$ cat src/lsl_pkg.sv
// Package for the look-ahead stereo limiter: types, fixed-point constants, codes.
// No dependencies.
`timescale 1ns / 1ps
`default_nettype none
package lsl_pkg;

    localparam int SAMPLE_W = 24;
    localparam int STORE_W  = 28;
    localparam int GAIN_W   = 25;
    localparam int LIN_W    = 20;
    localparam int THR_W    = 24;
    localparam int ATK_W    = 10;
    localparam int REL_W    = 14;

    localparam logic signed [GAIN_W-1:0] GAIN_ONE = 25'sd4194304;

    typedef enum logic [2:0] {
        REG_IN_GAIN   = 3'd0,
        REG_THRESHOLD = 3'd1,
        REG_ATTACK    = 3'd2,
        REG_RELEASE   = 3'd3,
        REG_OUT_GAIN  = 3'd4
    } t_reg_idx;

    typedef enum logic [3:0] {
        ST_IDLE,
        ST_PRE,
        ST_PEAK,
        ST_DIV,
        ST_GOAL,
        ST_STEPDIV,
        ST_RAMP,
        ST_RELDIV,
        ST_MUL,
        ST_POST,
        ST_OUT
    } t_state;

    // Start and busy between the sequencer and the serial divider.
    typedef struct packed {
        logic start;
        logic busy;
    } t_div_ctl;

endpackage
`default_nettype wire

$ cat src/lsl_div.sv
// Bit-serial restoring divider, unsigned, one quotient bit per cycle.
// Uses lsl_pkg for the control struct.
`timescale 1ns / 1ps
`default_nettype none
module lsl_div #(
    parameter int NUM_W = 48,
    parameter int DEN_W = 26
) (
    input  wire               i_clk,
    input  wire               i_rst_n,
    input  wire               i_start,
    input  wire [NUM_W-1:0]   i_num,
    input  wire [DEN_W-1:0]   i_den,
    output lsl_pkg::t_div_ctl o_ctl,
    output logic [NUM_W-1:0]  o_quo,
    output logic [DEN_W-1:0]  o_rem
);
    localparam int CNT_W = $clog2(NUM_W + 1);

    logic [NUM_W-1:0] r_q;
    logic [DEN_W:0]   r_r;
    logic [DEN_W-1:0] r_d;
    logic [CNT_W-1:0] r_cnt;
    logic [DEN_W:0]   w_trial;
    logic [DEN_W:0]   w_diff;

    assign w_trial = {r_r[DEN_W-1:0], r_q[NUM_W-1]};
    assign w_diff  = w_trial - {1'b0, r_d};

    always_ff @(posedge i_clk) begin
        if (!i_rst_n) begin
            r_cnt <= '0;
        end else if (i_start) begin
            r_cnt <= CNT_W'(NUM_W);
        end else if (r_cnt != '0) begin
            r_cnt <= r_cnt - 1'b1;
        end
    end

    always_ff @(posedge i_clk) begin
        if (i_start) begin
            r_q <= i_num;
            r_r <= '0;
            r_d <= i_den;
        end else if (r_cnt != '0) begin
            if (!w_diff[DEN_W]) begin
                r_r <= w_diff;
                r_q <= {r_q[NUM_W-2:0], 1'b1};
            end else begin
                r_r <= w_trial;
                r_q <= {r_q[NUM_W-2:0], 1'b0};
            end
        end
    end

    assign o_ctl.start = i_start;
    assign o_ctl.busy  = (r_cnt != '0);
    assign o_quo = r_q;
    assign o_rem = r_r[DEN_W-1:0];
endmodule
`default_nettype wire

$ cat config.mk
export PLATFORM = sky130hd
export DESIGN_NAME = lsl_div
export DESIGN_NICKNAME = d
export VERILOG_FILES = /design/src/lsl_pkg.sv /design/src/lsl_div.sv
export SDC_FILE = /design/constraint.sdc
export NUM_CORES = 1
export LEC_CHECK = 0
export ABC_CLOCK_PERIOD_IN_PS = 3100
export BUFFER_PORTS_ARGS = -buffer_cell sky130_fd_sc_hd__clkbuf_2
export CAP_MARGIN = 0
export CORE_AREA = 2 2 113 115
export CTS_CLUSTER_SIZE = 12
export DETAILED_ROUTE_END_ITERATION = 7
export DIE_AREA = 0 0 115 117
export PLACE_DENSITY = 0.76
export SLEW_MARGIN = 10
export SYNTH_ARGS = -nofsm -noshare
export SYNTH_HDL_FRONTEND = slang
export SYNTH_SLANG_ARGS = --single-unit
$ cat constraint.sdc
create_clock -name i_clk -period 3.1 [get_ports i_clk]
set_clock_uncertainty 0.15 [all_clocks]
set_input_delay 0 -clock i_clk [delete_from_list [all_inputs] [get_ports i_clk]]
set_output_delay 0 -clock i_clk [all_outputs]
set_load 0.03 [all_outputs]
==> flow_metrics.env <==
export IMPL_overflow=0
export IMPL_setup_violations=23
export IMPL_yosys_warnings=0
export IMPL_synth_area_leaders="edfxtp_1 38%, dfxtp_1 11%, mux2_2 9.3%"
export IMPL_cts_root_buf="clkbuf_16"
export IMPL_htree_num_levels=3
export IMPL_synth_seq_cells=106
export IMPL_netlist_area_leader_share_pct=38.3
export IMPL_rr_endpoint="r_r[20]$_SDFFE_PP0P_"
export IMPL_grt_pass1_vias=5063
export IMPL_holdPathEnd="r_d[12]$_DFFE_PP_"
export IMPL_syn_area_sq_um=5810
export IMPL_antennaDiodeCount=0
export IMPL_ant_nets=0
export IMPL_hold_ws_ps=26.8
export IMPL_drt_iter0_drc=286
export IMPL_reg2reg_slack_ps=-140
export IMPL_min_period_over_period_pct=105
export IMPL_critical_path_arrival_ps=3380
export IMPL_peakVddDrop_v=0.000510
export IMPL_cts_sinks=106
export IMPL_port_buffers=152
export IMPL_yosysTopAreaCell="edfxtp_1"
export IMPL_crit_type="reg -> reg"
export IMPL_r2r_cells=12
export IMPL_syn_avg_cell_area_sq_um=11.2
export IMPL_power_density_nw_per_um2=930
export IMPL_drive_gt1_share_pct=35.0
export IMPL_place_ws_ps=-145
export IMPL_cts_buffer_depth=2
export IMPL_max_cap_viol_count=0
export IMPL_finalCriticalPeriod_ps=3240
export IMPL_finalHoldViolations=0
export IMPL_met2_wirelength_microns=7870
export IMPL_synth_yosys_seq_area_share_pct=49.3
export IMPL_async_reset_ff_share_pct=0
export IMPL_ys_types=57
export IMPL_cp_max_fo=5
export IMPL_r2r_start="o_quo[47]$_DFFE_PP_"
export IMPL_die_h_microns=117
export IMPL_design_power_total_uw=7470
export IMPL_grt_start_max_net_pins=48
export IMPL_cts_buffers=9
export IMPL_antenna_found_initial=0
export IMPL_gp_congestion=0.923
export IMPL_hpwl_microns=10400
export IMPL_setup_worst_path_start_class="register"
export IMPL_drv_slew=0
export IMPL_holdPathStages=1
export IMPL_route_vias_total=4957
export IMPL_route_top_layer_used="met4"
export IMPL_grt_pass1_wl_microns=25000
export IMPL_crit_required_ps=3240
export IMPL_tightest_slew_ps=602
export IMPL_fmax_mhz=308
export IMPL_ioPinCount=153
export IMPL_synth_edff_count=74
export IMPL_min_from="i_start"
export IMPL_drt_met1_wl_microns=6310
export IMPL_syn2layout_area_growth_pct=38.3
export IMPL_final_cell_area_sq_um=8030
export IMPL_rsz0062_at_grt="true"
export IMPL_endpoint_kind="register"
export IMPL_dieWidth_microns=115
export IMPL_syn_nets=624
export IMPL_slew_headroom_pct=59.8
export IMPL_violations="negative setup slack"
export IMPL_core_area_sq_um=12300
export IMPL_layout_setup_ws_ps=-144
export IMPL_avgRoutedWirePerCell_microns=17.0
export IMPL_track_usage_pct=23.8
export IMPL_path_clk_slew_ps=80
export IMPL_die_area_sq_um=13500
export IMPL_netlist_instances=518
export IMPL_synth_most_common_cell="edfxtp_1"
export IMPL_fin_nets=866
export IMPL_drc=0
export IMPL_routed_wirelength_microns=15500
export IMPL_rows=41
export IMPL_start_util_pct=47.2
export IMPL_dominantRegCellSynth="edfxtp_1"
export IMPL_insertion_delay_ps=360
export IMPL_nFillCells=957
export IMPL_wl_met3_microns=1090
export IMPL_run_status="finished, violations left"
export IMPL_synthTopCellsByCount="74 x edfxtp_1, 48 x mux2_2, 40 x inv_1"
export IMPL_viasPerCell=5.42
export IMPL_placed_area_sq_um=6830
export IMPL_dr_pass1_iters=5
export IMPL_tritoncts="yes"
export IMPL_hold_class="in -> reg"
export IMPL_p_leak_uw=0.00352
-- worst max-delay path by stage --
stage,startpoint,to,slack [ps],cells past startpoint
after floorplan,o_quo[47]$_DFFE_PP_,o_quo[0]$_DFFE_PP_,-270,13
after global placement,o_quo[47]$_DFFE_PP_,r_r[20]$_SDFFE_PP0P_,4,12
after detailed placement,o_quo[47]$_DFFE_PP_,r_r[12]$_SDFFE_PP0P_,-140,13
after CTS,o_quo[47]$_DFFE_PP_,r_r[20]$_SDFFE_PP0P_,-110,12
after global routing,o_quo[47]$_DFFE_PP_,r_r[20]$_SDFFE_PP0P_,-260,12
final,o_quo[47]$_DFFE_PP_,r_r[20]$_SDFFE_PP0P_,-140,12
-- area by class of cell --
type,count,area (sq um),area share [%]
sequential,106,2860,35.6
multi-input combinational,346,2750,34.2
timing repair buffer,256,1790,22.3
clock buffer,11,243,3.02
tap,150,188,2.34
inverter,41,154,1.92
clock inverter,5,47.5,0.592
-- critical path, stage by stage, from the launching register on --
cell and delay (ps):
edfxtp_1 420, inv_2 100, ha_4 140, inv_2 30, fa_2 370, a211oi_4 260
nor2_2 100, a2111oi_4 360, nor4_2 110, or3_4 360, and2_4 220, or4b_4 490
o211ai_2 80
-- kinds of logic (layout without fill, tap and decap cells) --
family	Yosys count	count (layout)	synth area share, %
fa+ha+maj	29	29	6.38
flops	106	106	49.3
compound gates	114	114	13.8
buf+inv	67	313	4.78
simple gates	106	107	8.68
xor+xnor	28	28	4.22
mux	68	68	12.8
-- state kept, by name, summed over array words and instances, names as in the netlist --
name   cells
r_cnt      6
r_d       26
o_quo     48
r_r       26
-- stage by stage --
stage | utilization (%) | TNS [ps] | instances
floorplan | - | -3270 | 518
global placement | 55.5 | 0 | 816
detailed placement | 55.5 | -1920 | 816
CTS | 64.7 | -1070 | 912
global route | 65.2 | -4590 | 915
finish | 65.2 | -1450 | 915
-- layer usage --
layer	vias to the layer above	track usage, %
li1	2386	-
met1	2372	27.9
met2	181	42.0
met3	18	6.75
met4	0	8.59
met5	-	0
-- power breakdown --
| group | internal [uW] | leakage, uW | switching [uW] |
|---|---|---|---|
| Sequential | 1930 | 0.00102 | 298 |
| Combinational | 1740 | 0.00236 | 2360 |
| Clock | 582 | 0.000140 | 555 |
| Total | 4250 | 0.00352 | 3210 |
-- cell usage in the layout (no fill, tap or decap), types with 7 or more instances in the layout --
| master | count |
|---|---|
| clkbuf_2 | 151 |
| dlygate4sd3_1 | 75 |
| edfxtp_1 | 74 |
| mux2_2 | 48 |
| inv_1 | 38 |
| nor2_1 | 37 |
| dfxtp_1 | 32 |
| a21oi_1 | 28 |
| ha_1 | 27 |
| buf_4 | 24 |
| nand2_1 | 22 |
| a211oi_1 | 20 |
| mux2i_1 | 19 |
| xnor2_1 | 17 |
| nand3_1 | 11 |
| a21o_1 | 11 |
| xor2_1 | 11 |
| nor3_1 | 9 |
| o21ai_0 | 9 |
| clkbuf_16 | 9 |
| o21bai_1 | 7 |
-- timing repair --
item                       CTS  global route
hold buffers                75             0
setup buffers                3             3
pin swaps                    2             5
hold endpoints to repair    80             0
gates resized for setup      8            16
setup endpoints to repair   24            27
gates cloned                 2             0
(Power assumes the default switching activity.)
